`config.mk`:
```
export PLATFORM = sky130hd
export DESIGN_NAME = sfb_ram
export DESIGN_NICKNAME = d
export VERILOG_FILES = /design/src/sfb_ram.sv
export SDC_FILE = /design/constraint.sdc
export NUM_CORES = 1
export LEC_CHECK = 0
export CORE_ASPECT_RATIO = 0.75
export CORE_MARGIN = 2
export CORE_UTILIZATION = 40
export CTS_CLUSTER_SIZE = 20
export DETAILED_ROUTE_END_ITERATION = 7
export DONT_BUFFER_PORTS = 1
export GPL_TIMING_DRIVEN = 1
export SLEW_MARGIN = 20
export SYNTH_ARGS = -nofsm -noshare
export SYNTH_HDL_FRONTEND = slang
export SYNTH_SLANG_ARGS = --single-unit
```
`constraint.sdc`:
```
create_clock -name clk -period 3.9 [get_ports clk]
set_clock_uncertainty 0.05 [all_clocks]
set_input_delay 0.975 -clock clk [delete_from_list [all_inputs] [get_ports clk]]
set_output_delay 0.975 -clock clk [all_outputs]
set_load 0.05 [all_outputs]
```
`src/sfb_ram.sv`:
```
// Generic single-write, single-read RAM with registered read data.
module sfb_ram #(
  parameter int WIDTH = 16,
  parameter int DEPTH = 16
) (
  input  logic                     clk,
  input  logic                     we,
  input  logic [$clog2(DEPTH)-1:0] waddr,
  input  logic [WIDTH-1:0]         wdata,
  input  logic [$clog2(DEPTH)-1:0] raddr,
  output logic [WIDTH-1:0]         rdata
);

  logic [WIDTH-1:0] mem [DEPTH];

  always_ff @(posedge clk) begin
    if (we) begin
      mem[waddr] <= wdata;
    end
    rdata <= mem[raddr];
  end

endmodule

```
# Word-level counts from Yosys, hierarchy flattened
# Memories as Yosys holds them, arrays and structs flattened. A register that Yosys moved wholly into a read port is not among the register bits.
# Cells that the tools add are included.
[word_totals] regBits=0 mem_bits_rw=256 input_bits=26 output_inout_bits=16 elab_cells=3 n_memories=1
[memory_table] name="mem" words=16 width=16 read_ports=1 rd_ports_with_merged_regs=1 write_ports=1 line_no="14" rtl="logic [WIDTH-1:0] mem [DEPTH];"
[op_classes] muxes=2
[ops] cell="2-to-1 mux 1 bit" count=2

# Depth between registers and ports, before layout
[logic_depth] word_depth=2 mapped_depth=5

# Worst setup path before layout
# No wires, ideal clock.
[synth_timing] path_type="input port to flip-flop" start="input port waddr[2]" end="memory mem[0][0], enable pin" arrival_ns=2.621 slack_ns=0.820 path_stages=2 path_cell_list="or3b_2 > nor3_1"
[synth_rtl] item="from (decl)" line_no="8" rtl="input logic [$clog2(DEPTH)-1:0] waddr,"
[synth_rtl] item="to (decl)" line_no="14"
# Straight into the memory's write port.

# Worst setup path after layout
[layout_timing] start="input port waddr[2]" end="memory mem[1][13], enable pin"
# Straight into the memory's write port.

==> impl_metrics.tcl <==
set metrics [dict create \
    ios 42 \
    cpPeakStageDelay_ps 790 \
    antenna_found_initial 0 \
    core-area_sq_mm 0.0248 \
    pre_cts_slack_ps 1120 \
    highest_layer "met4" \
    nets 474 \
    htree_levels 1 \
    ctsHoldBuffers 0 \
    cts_root_buf "clkbuf_16" \
    clkSinkCount 272 \
    diodes 0 \
    cts_tree "yes" \
    cp_slowest_cell "nor2_2" \
    cts_made_buffers 25 \
    first_iter_violations 480 \
    yosys-top-cells-count "256 x edfxtp_1, 54 x mux4_2, 32 x a22oi_1" \
    period_minus_slack_ps 2230 \
    cts-resized-gates 0 \
    first_pass_iters 5 \
    async_flop_share_pct 0 \
    max-slew-margin-rel_pct 26.8 \
    cp_max_fo 16 \
    hold_violations 0 \
    utilization_pct 45.2 \
    dpl.hpwl_microns 11400 \
    io_buffers 0 \
    place.gp.congestion 0.700 \
    clk_latency_ps 510 \
    drv_slew 0 \
    synth_area_leaders "edfxtp_1 77%, mux4_2 12%, dfxtp_1 3.2%" \
    rsz0062_at_grt "false" \
    crit_buf_inv 0 \
    end_kind "flop" \
    grt_overflow 0 \
    cts.reportedPaths.clkPinSlew_ps 60 \
    num_rows 50 \
    wl_met2_microns 9370 \
    finalSetupTns_ps 0 \
    ys_seq_area_share_pct 79.7 \
    yosys.area.top_type "edfxtp_1" \
    die_h_microns 141 \
    start_util_pct 40.4 \
    syn_avg_cell_area_sq_um 23.2 \
    powerDensity_mw_per_mm2 515 \
    grt_pass1_wl_microns 30000 \
    cp.required_ps 3970 \
    drc_errors 0 \
    whs_ps 508 \
    fill_cells 2080 \
    syn_nets 458 \
    wl_met3_microns 1420 \
    ys_ff_latch 272 \
    drv_cap 0 \
    grt_usage_pct 15.6 \
    wl_met1_microns 9120 \
    crit_arrival_ps 2310 \
    netlist_area_sq_mm 0.0100 \
    startpoint_type "input pin" \
    crit_family "simple AND/OR/NAND/NOR gates" \
    p_leak_nw 3.49 \
    post_cts_buffers 0 \
    drive_gt1_share_pct 24.8 \
    crit_chain "or3b_2 > nor2_2" \
    wire_per_inst_microns 25.2 \
    num_vias 4343 \
    setup_viol_count_final 0 \
    area_growth_pct 11.7 \
    ys_types 19 \
    period_share_pct 57.3 \
    status "finished, final reports clean" \
    ant_nets 0 \
    regArea_sq_mm 0.00801 \
    hold_path.class "in2reg" \
    synth_edf_count 256 \
    layout_setup_ws_ps 1670 \
    irDropWorstVdd_mv 0.332 \
    die_w_microns 187 \
    yosysWarnings 0 \
    total_power_mw 5.77 \
    drt_wl_total_microns 20200 \
    path_class "in2reg" \
    grt_max_degree 65 \
    fmax_mhz 448 \
    synth_top_cell_area_share_pct 76.5 \
    dieArea_sq_mm 0.0264 \
    grt_pass1_vias 4654 \
    multi_input_area_sq_mm 0.00197 \
    ys.flop_type "edfxtp_1" \
    vias_per_cell 5.42 \
    syn_inst 432 \
    tightest_slew_ps 1090 \
    yosysMostFrequentCell "edfxtp_1" \
    cts_buffer_depth 3 \
]
## final cells by class
cell class,instances,share of cell area (%)
timing repair buffer,10,0.669
sequential,272,71.4
multi-input combinational,139,17.6
tap,338,3.77
clock buffer,31,5.96
clock inverter,11,0.647
## cell families (layout without fill, tap and decap cells)
logic type             after synthesis  count (layout)  share of synthesized area [%]
AOI/OAI and AO/OA                   32              32                           2.39
buffers and inverters               21              52                           1.23
muxes                               64              64                           14.7
DFF                                272             272                           79.7
and+or+nand+nor                     43              43                           1.92
## state kept, by name, summed over array words and instances (netlist names)
| name | cells |
|---|---|
| mem | 256 |
| rdata | 16 |
## worst reg2reg max path, cell delays in order (launching register included)
cell and delay, ps:
edfxtp_1 360, mux4_2 470, a22oi_1 340, nand2_1 130
## per-stage QoR
step                std cells  instance area (sq um)
finish                    801                  11200
global route              801                  11200
CTS                       801                  11200
detailed placement        759                  10500
global placement          759                  10500
floorplan                 432                  10000
## routing by layer
layer,GRT usage [%],vias up
met4,3.13,0
met1,22.4,2313
met3,3.36,24
met2,25.1,139
met5,0,-
li1,-,1867
## power by group
group	leakage [nW]	internal, mW	switching, mW	total (mW)
Combinational	0.676	0.0932	0.0835	0.177
Sequential	2.45	3.27	0.0900	3.36
Clock	0.366	1.27	0.969	2.24
Total	3.49	4.63	1.14	5.77
## cell usage in the layout, fill, tap and decap left out, drive strengths merged, types with 2 or more instances in the layout
master | netlist | routed
dfxtp | 16 | 16
nand3b | 2 | 2
nor2b | 2 | 2
nand2b | 2 | 2
nand2 | 17 | 17
clkinv | 0 | 10
mux4 | 64 | 64
nor3 | 4 | 4
nor2 | 13 | 13
edfxtp | 256 | 256
clkbuf | 8 | 31
buf | 13 | 10
a22oi | 32 | 32
## path summary, 6_finish.rpt
check	from	end	slack (ps)	cells past startpoint
hold / removal	wdata[11]	mem[13][11]	510	0
hold reg to reg	mem[14][0]	rdata[0]	630	3
setup / recovery	waddr[2]	mem[1][13]	1670	2
setup reg to reg	mem[3][12]	rdata[12]	2430	3
No activity file was read; power rests on OpenSTA's default activity.
