--- src/sfb_pkg.sv ---
// Shared constants, widths and the exponent factor table for the softmax core.
package sfb_pkg;

  localparam int ROW_LEN_DEF = 16;
  localparam int VAL_W       = 16;
  localparam int OUT_W       = 17;
  localparam int IN_TDATA_W  = 16;
  localparam int OUT_TDATA_W = 24;
  localparam int MUL_W       = 33;
  localparam int EXP_BITS    = 16;
  localparam int BIT_W       = $clog2(EXP_BITS);
  localparam int E_W         = 33;
  localparam int QUO_W       = 17;
  localparam int DLO_W       = 24;

  localparam logic [31:0] EXP_STEP_Q32 = 32'd4278222805;

  // Factor for bit b of the exponent argument is exp(-2^b/256) in Q0.32,
  // built by the same rounded squaring that the datapath relies on.
  function automatic logic [EXP_BITS-1:0][31:0] exp_factor_table();
    logic [63:0] c;
    logic [EXP_BITS-1:0][31:0] t;
    int b;
    c = {32'b0, EXP_STEP_Q32};
    for (b = 0; b < EXP_BITS; b++) begin
      t[b] = c[31:0];
      c = (c * c + 64'h0000_0000_8000_0000) >> 32;
    end
    return t;
  endfunction

  localparam logic [EXP_BITS-1:0][31:0] EXP_FACTORS = exp_factor_table();

endpackage

--- src/sfb_mul.sv ---
// Shared signed multiplier with a registered product.
module sfb_mul import sfb_pkg::*; (
  input  logic                        clk,
  input  logic                        en,
  input  logic signed [MUL_W-1:0]     a,
  input  logic signed [MUL_W-1:0]     b,
  output logic signed [2*MUL_W-1:0]   prod_r
);

  always_ff @(posedge clk) begin
    if (en) begin
      prod_r <= a * b;
    end
  end

endmodule

--- config.mk ---
export PLATFORM = sky130hd
export DESIGN_NAME = sfb_mul
export DESIGN_NICKNAME = d
export VERILOG_FILES = /design/src/sfb_pkg.sv /design/src/sfb_mul.sv
export SDC_FILE = /design/constraint.sdc
export NUM_CORES = 2
export LEC_CHECK = 0
export BUFFER_PORTS_ARGS = -buffer_cell sky130_fd_sc_hd__buf_2
export CORE_MARGIN = 5
export CORE_UTILIZATION = 60
export DETAILED_ROUTE_END_ITERATION = 6
export PLACE_DENSITY = 0.83
export REMOVE_ABC_BUFFERS = 1
export SYNTH_ARGS = -nofsm -noshare
export SYNTH_HDL_FRONTEND = slang
export SYNTH_SLANG_ARGS = --single-unit
export TNS_END_PERCENT = 50
--- constraint.sdc ---
create_clock -name clk -period 10.45 [get_ports clk]
set_input_delay 3.135 -clock clk [delete_from_list [all_inputs] [get_ports clk]]
set_output_delay 3.135 -clock clk [all_outputs]
set_load 0.01 [all_outputs]
After elaboration in Yosys (flattened, before gate mapping)
Index checks and enable logic that the tools add are counted.

Bits in registers: 66. Logic and storage cells: 2. Bits of input ports: 68. Output and inout bits: 66.

Multiply operators: 1.

Operators by type and width (number): 33-bit by 33-bit multiplier with 66-bit output (1).

Depth between registers and ports, before layout
Depth after elaboration: 1. Depth in mapped cells: 27. Depth with buffers taken out: 26.

Least setup slack after synthesis
No wires, ideal clock.

Path kind: input to register. Start point: input a[32]. End point: register prod_r[62], data pin. Buffers on the path: 2. Library setup time: 0.269 ns. Stages: 23. Setup slack: -0.050 ns. Data required time: 10.181 ns. Arrival: 10.231 ns. Cells stage by stage: clkbuf_1 -> nand2_1 -> inv_1 -> fa_1 -> fa_1 -> fa_1 -> fa_1 -> fa_1 -> fa_1 -> fa_1 -> inv_1 -> fa_1 -> inv_1 -> ha_1 -> clkbuf_1 -> and3_1 -> nand3_1 -> nand2b_1 -> a2111oi_4 -> a211oi_4 -> a21o_2 -> a211oi_2 -> a211oi_2.

Word-level cells in the longest chain between the ends: 1.

Ends and longest elaborated chain: from (decl) (line sfb_mul.sv:5) `input logic signed [MUL_W-1:0] a,`; 33-bit by 33-bit multiplier with 66-bit output (line sfb_mul.sv:12) `prod_r <= a * b;`; to (signal assigned) (line sfb_mul.sv:12); to (decl) (line sfb_mul.sv:7) `output logic signed [2*MUL_W-1:0] prod_r`.

Every way passes these cells. A chain may end at the register's enable or synchronous reset.

Worst setup path after layout
Start point: input b[6]. End point: register prod_r[61], data pin.

Word-level cells in the longest chain between the ends: 1.

Ends and longest elaborated chain: from (decl) (line sfb_mul.sv:6) `input logic signed [MUL_W-1:0] b,`; 33-bit by 33-bit multiplier with 66-bit output (line sfb_mul.sv:12).

Every way passes these cells.

==> metrics.md <==
| Metric | Value |
|---|---|
| Antenna violations before repair | 3 |
| Initial DRC count | around 2000 |
| Flip-flop count of the largest register after layout | 66 |
| Largest fanout on the critical path | 23 |
| Final hold violation count | 0 |
| Number of pins with negative max-slew slack in the final report | 0 |
| Sum of routed wire length over all layers | between 100 and 150 mm |
| Clock tree from TritonCTS | done |
| Final layout net count | 5895 |
| Layout cells sized above 1 | 0.08837 |
| Number of search-and-repair iterations in the first detailed-routing pass | 6 |
| Clock sinks | between 60 and 70 |
| Die width | 272.7 um |
| Wire length of the first global-routing pass | 175.6 mm |
| Post-synthesis instance total | 4338 |
| Clock buffer count from CTS | 9 |
| Buffers from clock root to sink, at most | 2 |
| Mean post-synth cell area | 9.542 um2 |
| Number of enable flip-flop cells after synthesis | 66 |
| Remaining antenna violation count | 0 |
| Register with the most flip-flops | prod_r |
| Yosys warning count | 0 |
| Global routing usage summed across all routing layers | 0.2968 |
| Launch point of the worst hold path | b[0] |
| Maximum clock rate | between 0.09 and 0.1 GHz |
| Largest net degree at the start of global routing | 67 |
| Core ar. | 68470 um2 |
| Longest individual stage delay on the worst path | 0.59 ns |
| Post-layout min period | ~10 ns |
| Most common cell after layout, fill and taps aside | fa_1 |
| Largest registers | prod_r: 66 flops |
| Routability congestion estimate | between 0.9 and 1 |
| Count of different cell masters after synthesis | 80 |
| Worst relative slew slack | 0.2281 |
| Number of standard-cell rows in the floorplan | between 90 and 100 |
| Crit path top cell by count | fa_1 |
| Share of the clock period used by the worst path after layout | 0.9727 |
| Unrepaired setup endpoints after global routing | false |
| I/O Buffers | roughly 130 |
| Detailed placer's ending HPWL | 91.11 mm |
| Critical path launch point | b[6] |
| Data arrival at the endpoint of the critical path | between 10 and 15 ns |
| Placed cell areas | approximately 44000 um2 |
| Crit path buf inv count | 7 |
| Routed via count divided by cell count | between 5 and 6 |
| Clock slew seen by the registers of the worst setup and hold paths | 0.06 ns |
| Most used flip-flop cell after synthesis | edfxtp_1 |
| Max Cap Violations | 0 |
| Count of inserted antenna diode cells | 0 |
| Endpoint class of the critical path | register |
| Via count of the first global-routing pass | roughly 34000 |
| Sequential share of the synthesized area | 0.04788 |
| Synthesized area | around 41000 um2 |
| Initial core utilization | 0.6046 |
| Worst-path cell with the longest stage delay | fa_1 |
| Most frequent cells in the layout | fa_1 (1144), inv_1 (1131), and2_1 (562) |
| Critical path class | in -> reg |
| Transition time at the pin with the least slew margin | between 1 and 1.5 ns |
| Hold crit path type | in -> reg |
| Critical path data required time | roughly 11 ns |
| Seq cells post-synth | 66 |
| Die height | about 270 um |
| Count of final setup violators | 0 |
| CTS H-tree lvls | 3 |
| Top Family by Delay on Critical Path | adder cells |
| Detail-routed net length per standard cell | between 15 and 20 um |
| Result of the run | complete, no violations |
| DRC viols | 0 |
| Number of vias in the routed layout | 29960 |
| Congestion Overflow GR | 0 |
| Full die area | 74340 um2 |
| Utilization of the core after routing | 0.6488 |
| Clock Root Buffer | clkbuf_16 |
| Ys async rst share | 0 |
| Crit start category | input port |
| Design area | around 44000 um2 |
| Top-level port count | approximately 130 |
| Area growth syn-to-layout | 7.312% |
## Yosys cell counts, types with 7 or more instances
master	number	area, um2
a21oi_1	57	285.3
nand4_1	11	68.82
o21ai_0	25	125.1
nand2_1	551	2068
and2_1	562	3516
a211oi_1	7	52.55
xor2_1	25	219.0
xnor2_1	43	376.6
ha_1	217	2715
nand2b_1	12	75.07
buf_2	11	55.05
a31oi_1	8	50.05
o21bai_1	11	82.58
fa_1	1145	22920
clkbuf_1	208	780.8
a21o_1	36	270.3
edfxtp_1	66	1982
nor2_1	68	255.2
inv_1	1131	4245
nor3_1	7	35.03
nand3_1	25	125.1
## cell type report
class | count | area [um2]
clock buffers | 9 | 225.2
repair buffers | 337 | 2430
fillers | 5244 | 24040
multi-input cells | 2920 | 34340
flip-flops and latches | 66 | 1982
well taps | 882 | 1104
inverters | 1131 | 4245
clock inverters | 7 | 93.84
## worst paths after layout
path	slack (ns)	cells after the start	endpoint
worst min-delay path	3.54	3	prod_r[0]
worst max-delay path	0.29	25	prod_r[61]
## timing repair
action                     4_1_cts  5_1_grt
hold endpoints to repair         0        0
buffers inserted                 0        0
hold buffers                     0        0
resized for setup                0        9
setup endpoints to repair        0       18
## through the flow
| step | instances | hold slack (ns) | worst slack (ns) | setup TNS, ns |
|---|---|---|---|---|
| final | 5352 | 3.542 | 0.2857 | 0 |
| after global routing | 5352 | 3.555 | 0.01101 | 0 |
| after CTS | 5352 | 3.528 | 0.1059 | 0 |
| after detailed placement | 5336 | 3.545 | -0.1994 | -0.3447 |
| after global placement | 5336 | 3.545 | -0.02174 | -0.04751 |
| after floorplan | 4117 | 3.248 | 0.3044 | 0 |
## metal layers
metal | up-vias | routed length, um | global-route usage
met5 | - | 29 | 0.002632
met4 | 4 | 5936 | 0.1301
met3 | 400 | 9276 | 0.06392
met2 | 1443 | 51100 | 0.4964
met1 | 15470 | 38450 | 0.3764
li1 | 12640 | - | -
## cell families (layout without fill, tap and decap cells)
kind of cell | Yosys count | after routing | share of synthesized area
XOR/XNOR | 68 | 68 | 0.01439
AND/OR/NAND/NOR | 1271 | 1271 | 0.1553
AO/OA/AOI/OAI | 219 | 219 | 0.04002
flip-flops | 66 | 66 | 0.04788
adder cells (fa/ha/maj) | 1362 | 1362 | 0.6193
buffers and inverters | 1352 | 1484 | 0.1231
Power is not shown: default switching activity piles up to over one toggle a cycle in this logic, so the estimate is an artifact.
