$ cat src/sfb_div.sv
// Restoring divider, one quotient bit per cycle.
module sfb_div #(
  parameter int NUM_W = 49,
  parameter int DEN_W = 37,
  parameter int QUO_W = 17
) (
  input  logic             clk,
  input  logic             rst_n,
  input  logic             start,
  input  logic [NUM_W-1:0] num,
  input  logic [DEN_W-1:0] den,
  output logic [QUO_W-1:0] quo,
  output logic             done
);

  localparam int DSH_W = DEN_W + QUO_W - 1;
  localparam int CMP_W = (NUM_W > DSH_W) ? NUM_W : DSH_W;
  localparam int CNT_W = $clog2(QUO_W + 1);

  logic [NUM_W-1:0] rem_r;
  logic [DSH_W-1:0] dsh_r;
  logic [QUO_W-1:0] quo_r;
  logic [CNT_W-1:0] cnt_r;
  logic             busy_r;
  logic             done_r;
  logic [CMP_W-1:0] rem_ext;
  logic [CMP_W-1:0] dsh_ext;
  logic [CMP_W-1:0] diff;
  logic             ge;

  assign rem_ext = CMP_W'(rem_r);
  assign dsh_ext = CMP_W'(dsh_r);
  assign ge      = rem_ext >= dsh_ext;
  assign diff    = rem_ext - dsh_ext;
  assign quo     = quo_r;
  assign done    = done_r;

  always_ff @(posedge clk) begin
    if (!rst_n) begin
      busy_r <= 1'b0;
      done_r <= 1'b0;
      cnt_r  <= '0;
    end else begin
      done_r <= 1'b0;
      if (start) begin
        busy_r <= 1'b1;
        cnt_r  <= CNT_W'(QUO_W);
      end else if (busy_r) begin
        cnt_r <= cnt_r - CNT_W'(1);
        if (cnt_r == CNT_W'(1)) begin
          busy_r <= 1'b0;
          done_r <= 1'b1;
        end
      end
    end
  end

  always_ff @(posedge clk) begin
    if (start) begin
      rem_r <= num;
      dsh_r <= {den, {(QUO_W-1){1'b0}}};
      quo_r <= '0;
    end else if (busy_r) begin
      if (ge) begin
        rem_r <= diff[NUM_W-1:0];
      end
      quo_r <= {quo_r[QUO_W-2:0], ge};
      dsh_r <= dsh_r >> 1;
    end
  end

endmodule

$ cat config.mk
export PLATFORM = sky130hd
export DESIGN_NAME = sfb_div
export DESIGN_NICKNAME = d
export VERILOG_FILES = /design/src/sfb_div.sv
export SDC_FILE = /design/constraint.sdc
export NUM_CORES = 1
export LEC_CHECK = 0
export BUFFER_PORTS_ARGS = -buffer_cell sky130_fd_sc_hd__buf_2
export CORE_UTILIZATION = 38
export CTS_CLUSTER_DIAMETER = 100
export DETAILED_ROUTE_END_ITERATION = 6
export PLACE_DENSITY_LB_ADDON = 0.08
export SETUP_SLACK_MARGIN = 0.02
export SLEW_MARGIN = 0
export SYNTH_ARGS = -nofsm -noshare
export SYNTH_HDL_FRONTEND = slang
export SYNTH_SLANG_ARGS = --single-unit
$ cat constraint.sdc
create_clock -name clk -period 5.2 [get_ports clk]
set_input_delay 0.78 -clock clk [delete_from_list [all_inputs] [get_ports clk]]
set_output_delay 0.78 -clock clk [all_outputs]
set_load 0.1 [all_outputs]
Yosys cells after proc, flatten, opt, wreduce, memory -nomap -nowiden --
Index checks and enable logic that the tools add are counted.
Storage, ports and cells: register bits 126, bits in latches 0, bits in writable memories 0, ROM bits 0, bits of input ports 89, logic and storage cells 30, memories kept 0
Cells by class: add/subtract/negate cells 2, multipliers 0, divide/modulo/power cells 0, magnitude comparators 1, equality and inequality tests 1, shift-type cells 0, mux-type cells 11, bitwise logic cells 2, reduce and logical (&&, ||, !) cells 5
Operator list (number):
- two-way mux 49 bit | 3
- two-way mux 53 bit | 2
- greater-or-equal comparator 49 x 53 -> 1 bit | 1
- subtractor 49 bit | 1
- two-way mux 5 bit | 2
- == test 5 x 1 -> 1 bit (second input constant) | 1
- subtractor 5 x 1 -> 5 bit (second input constant) | 1
- two-way mux 1 bit | 4
- nonzero test 2 bit | 2
- OR reduction 3 bit | 1
- NOT 1 bit | 2
- AND reduction 2 bit | 1
- OR reduction 2 bit | 1

Longest topological paths before layout --
depth in word-level cells 4, gate-level depth with buffers 12, depth with buffers taken out 12

Least setup slack after synthesis --
Ideal clock, no wire load.
path kind register to register, start register rem_r[38], end register rem_r[0], enable pin, data arrival time 3252 ps, data required time 4792 ps, slack 1540 ps, cell stages (with the launch flop) 11, buffers on the path 1, cells stage by stage edfxtp_1 > ha_1 > clkbuf_2 > nand4_1 > or4_1 > nor4_1 > a31oi_1 > o22ai_1 > a21oi_1 > a211o_1 > nand2_1
On the way: cells in the longest elaborated chain, start to end 3
RTL lines:
- from (decl) | RTL line 20 | logic [NUM_W-1:0] rem_r;
- from (signal assigned) | RTL line 60 | rem_r <= num;
- from (signal assigned) | RTL line 65 | rem_r <= diff[NUM_W-1:0];
- greater-or-equal comparator 49 x 53 -> 1 bit | RTL line 33 | assign ge = rem_ext >= dsh_ext;
- nonzero test 2 bit (no source line)
- AND reduction 2 bit (no source line)
Every way passes these cells. A chain may end at the register's enable or synchronous reset.

Worst setup path after layout --
start register rem_r[21], end register rem_r[29], enable pin
The elaborated chain is that of the path after synthesis.

==> impl_metrics.tcl <==
set metrics [dict create \
    wirelength_um 20500 \
    antenna_found_initial 1 \
    die_h_um 148.2 \
    hold_class "reg -> reg" \
    reg2regPathDepth 10 \
    synthTopCellsByArea "edfxtp_1 (32%), dfxtp_1 (9.9%), ha_1 (7.9%), nand2_1 (5.9%), o21ai_0 (4.7%)" \
    synthDistinctLibCells 67 \
    cts_tree "yes" \
    fin_crit_sh 0.7201 \
    yosys.area.top_type "edfxtp_1" \
    yosys.cell_count.top_type "nand2_1" \
    whs_path_depth 2 \
    wl_per_cell_um 16.07 \
    slowest_delay_ns 0.54 \
    root_buffer "clkbuf_16" \
    worstPathCellList "ha_1 > nand4_1 > or4_1 > nor4_1 > a31oi_1 > o22ai_1 > a21oi_1 > a211o_1 > nand2_2 > buf_4" \
    worst_setup_path_end_kind "flip-flop" \
    globalplace.congestion 0.8239 \
    dp_slack_ns 1.419 \
    numPortBuffers 106 \
    numCtsBuffers 17 \
    dp.cells 1243 \
    cp_slowest_cell "or4_1" \
    ios 107 \
    status "finished, final reports clean" \
    p_leak_nw 3.949 \
    p_clk_frac 0.329 \
    die_w_um 148.2 \
    synth_nets 1050 \
    grt-ovfl-total 0 \
    post-route-util 0.4482 \
    synth_enable_flop_cells 86 \
    yosysTopAreaCellShare 0.3179 \
    syn-cell-area_mm2 0.008123 \
    cp_num_cells 10 \
    max_freq_mhz 267.1 \
    p_sw_frac 0.3541 \
    fin_crit_ns 3.745 \
    rsz0062_at_grt "false" \
    ys_seq_area_frac 0.4165 \
    grt_pass1_wl_um 33520 \
    worstPathRequired_ns 5.31 \
    cts_setup_buffers 0 \
    nNetsFinal 1128 \
    p_int_mw 2.342 \
    clock-sinks 126 \
    tns_ns 0 \
    drt_pass1_iterations 5 \
    dp_hpwl_um 15080 \
    max_cap_violations 0 \
    finalHoldViolations 0 \
    grtUsageTotal 0.1957 \
    async_flop_share 0 \
    setup_ws_ns 1.455 \
    dr.first_iter.drc_count 316 \
    combPwrFrac 0.329 \
    ctsResizeCount 0 \
    clk_pin_slew_ns 0.07 \
    grt_max_degree 83 \
    startpoint_type "flip-flop" \
    grt_pass1_vias 6293 \
    power_mw 3.627 \
    drc 0 \
    synth_commonest_cells "nand2_1 (128), edfxtp_1 (86), o21ai_0 (76), nor2_1 (69), inv_1 (65)" \
    ys.warnings.count 0 \
    finClkSkew_ns 0.01060 \
    areaGrowthSynthToFinish_pct 16.00 \
    routed_via_density 5.249 \
    num_rows 53 \
    clk_latency_ns 0.43 \
    start_util 0.3864 \
    drive_above_1_share 0.1650 \
    vias 6698 \
    worstSetupPathType "reg -> reg" \
    path_buf_inv 1 \
    core-area_mm2 0.02102 \
    die_area_mm2 0.02196 \
    setup_violations 0 \
    cp_max_fo 25 \
    path_delay_family "simple AND/OR/NAND/NOR gates" \
    fin_hold_ws_ns 0.4988 \
    seq_power_share 0.342 \
    slew_violations 0 \
    switching_power_mw 1.284 \
    ant_nets 0 \
    netlist_instances 909 \
    p_per_area_mw_per_mm2 384.9 \
    postCtsHoldBufs 0 \
    fin_cells 1276 \
    relSlewSlack 0.3248 \
    syn_avg_cell_area_um2 8.936 \
    ys.flop_type "edfxtp_1" \
    htreeDepth 4 \
    peakVddDrop_uv 257.3 \
    cts_buffer_depth 2 \
    cp.arrival_ns 3.86 \
    worst_slew_pin_slew_ns 1.009 \
    ys_ff_latch 126 \
    dpl_cell_area_mm2 0.008840 \
    final_cell_area_mm2 0.009423 \
]
-- sequential cells by signal, summed over array words and instances, names as in the netlist --
| signal | cells |
|---|---|
| dsh_ext | 53 |
| rem_r | 49 |
| quo | 17 |
| cnt_r | 5 |
| done | 1 |
| busy_r | 1 |
-- layout make-up --
type	count	area (um^2)
inverter	67	251.5
antenna	1	2.502
sequential	126	3385
multi-input combinational	663	4278
tap	275	344.1
timing repair buffer	112	581.8
clock buffer	18	450.4
clock inverter	14	130.1
fill	2115	11600
-- cells in the final DEF, fill, tap and decap left out, types with 10 or more instances in the layout --
cell type,count
xor2_1,19
dfxtp_1,39
o21bai_1,10
buf_2,105
a21o_1,20
nand2_1,126
nand4_1,13
nor2_1,69
ha_1,51
edfxtp_1,86
nor3_1,10
mux2i_1,34
a21oi_1,54
clkbuf_16,18
inv_1,65
o31ai_1,30
nand3_1,19
o21ai_0,76
xnor2_1,28
-- cells by family after synthesis --
logic type	share of synthesized area
adders and majority gates	0.08102
buffers and inverters	0.05745
xor gates and xnor gates	0.05068
muxes	0.04190
AOI/OAI and AO/OA	0.2041
DFF	0.4165
and+or+nand+nor	0.1483
-- per-layer routing --
metal,vias up,routed length [um],global-route usage
li1,3406,-,-
met5,-,0,0
met4,0,247,0.05361
met1,3143,10510,0.2808
met2,127,8977,0.2979
met3,22,760,0.03865
-- worst paths after layout --
| check | from | slack (ns) | end |
|---|---|---|---|
| worst max-delay path | rem_r[21] | 1.46 | rem_r[29] |
| worst min-delay path | quo[16] | 0.50 | quo[16] |
| worst max register to register | rem_r[21] | 1.46 | rem_r[29] |
| worst min register to register | quo[16] | 0.50 | quo[16] |
-- worst min-delay path, stage by stage, from the launching register on --
cell and delay, ns:
dfxtp_1 0.33, mux2i_1 0.07, nor2_1 0.07
-- power groups by stage --
stage	combinational (mW)	sequential, mW	clock [mW]
after CTS	1.20	1.24	1.22
after global placement	1.20	1.26	0
after detailed placement	1.19	1.26	0
after floorplan	0.899	1.26	0
final	1.19	1.24	1.19
after global routing	1.35	1.25	1.26
Power figures use the tool's default switching activity.
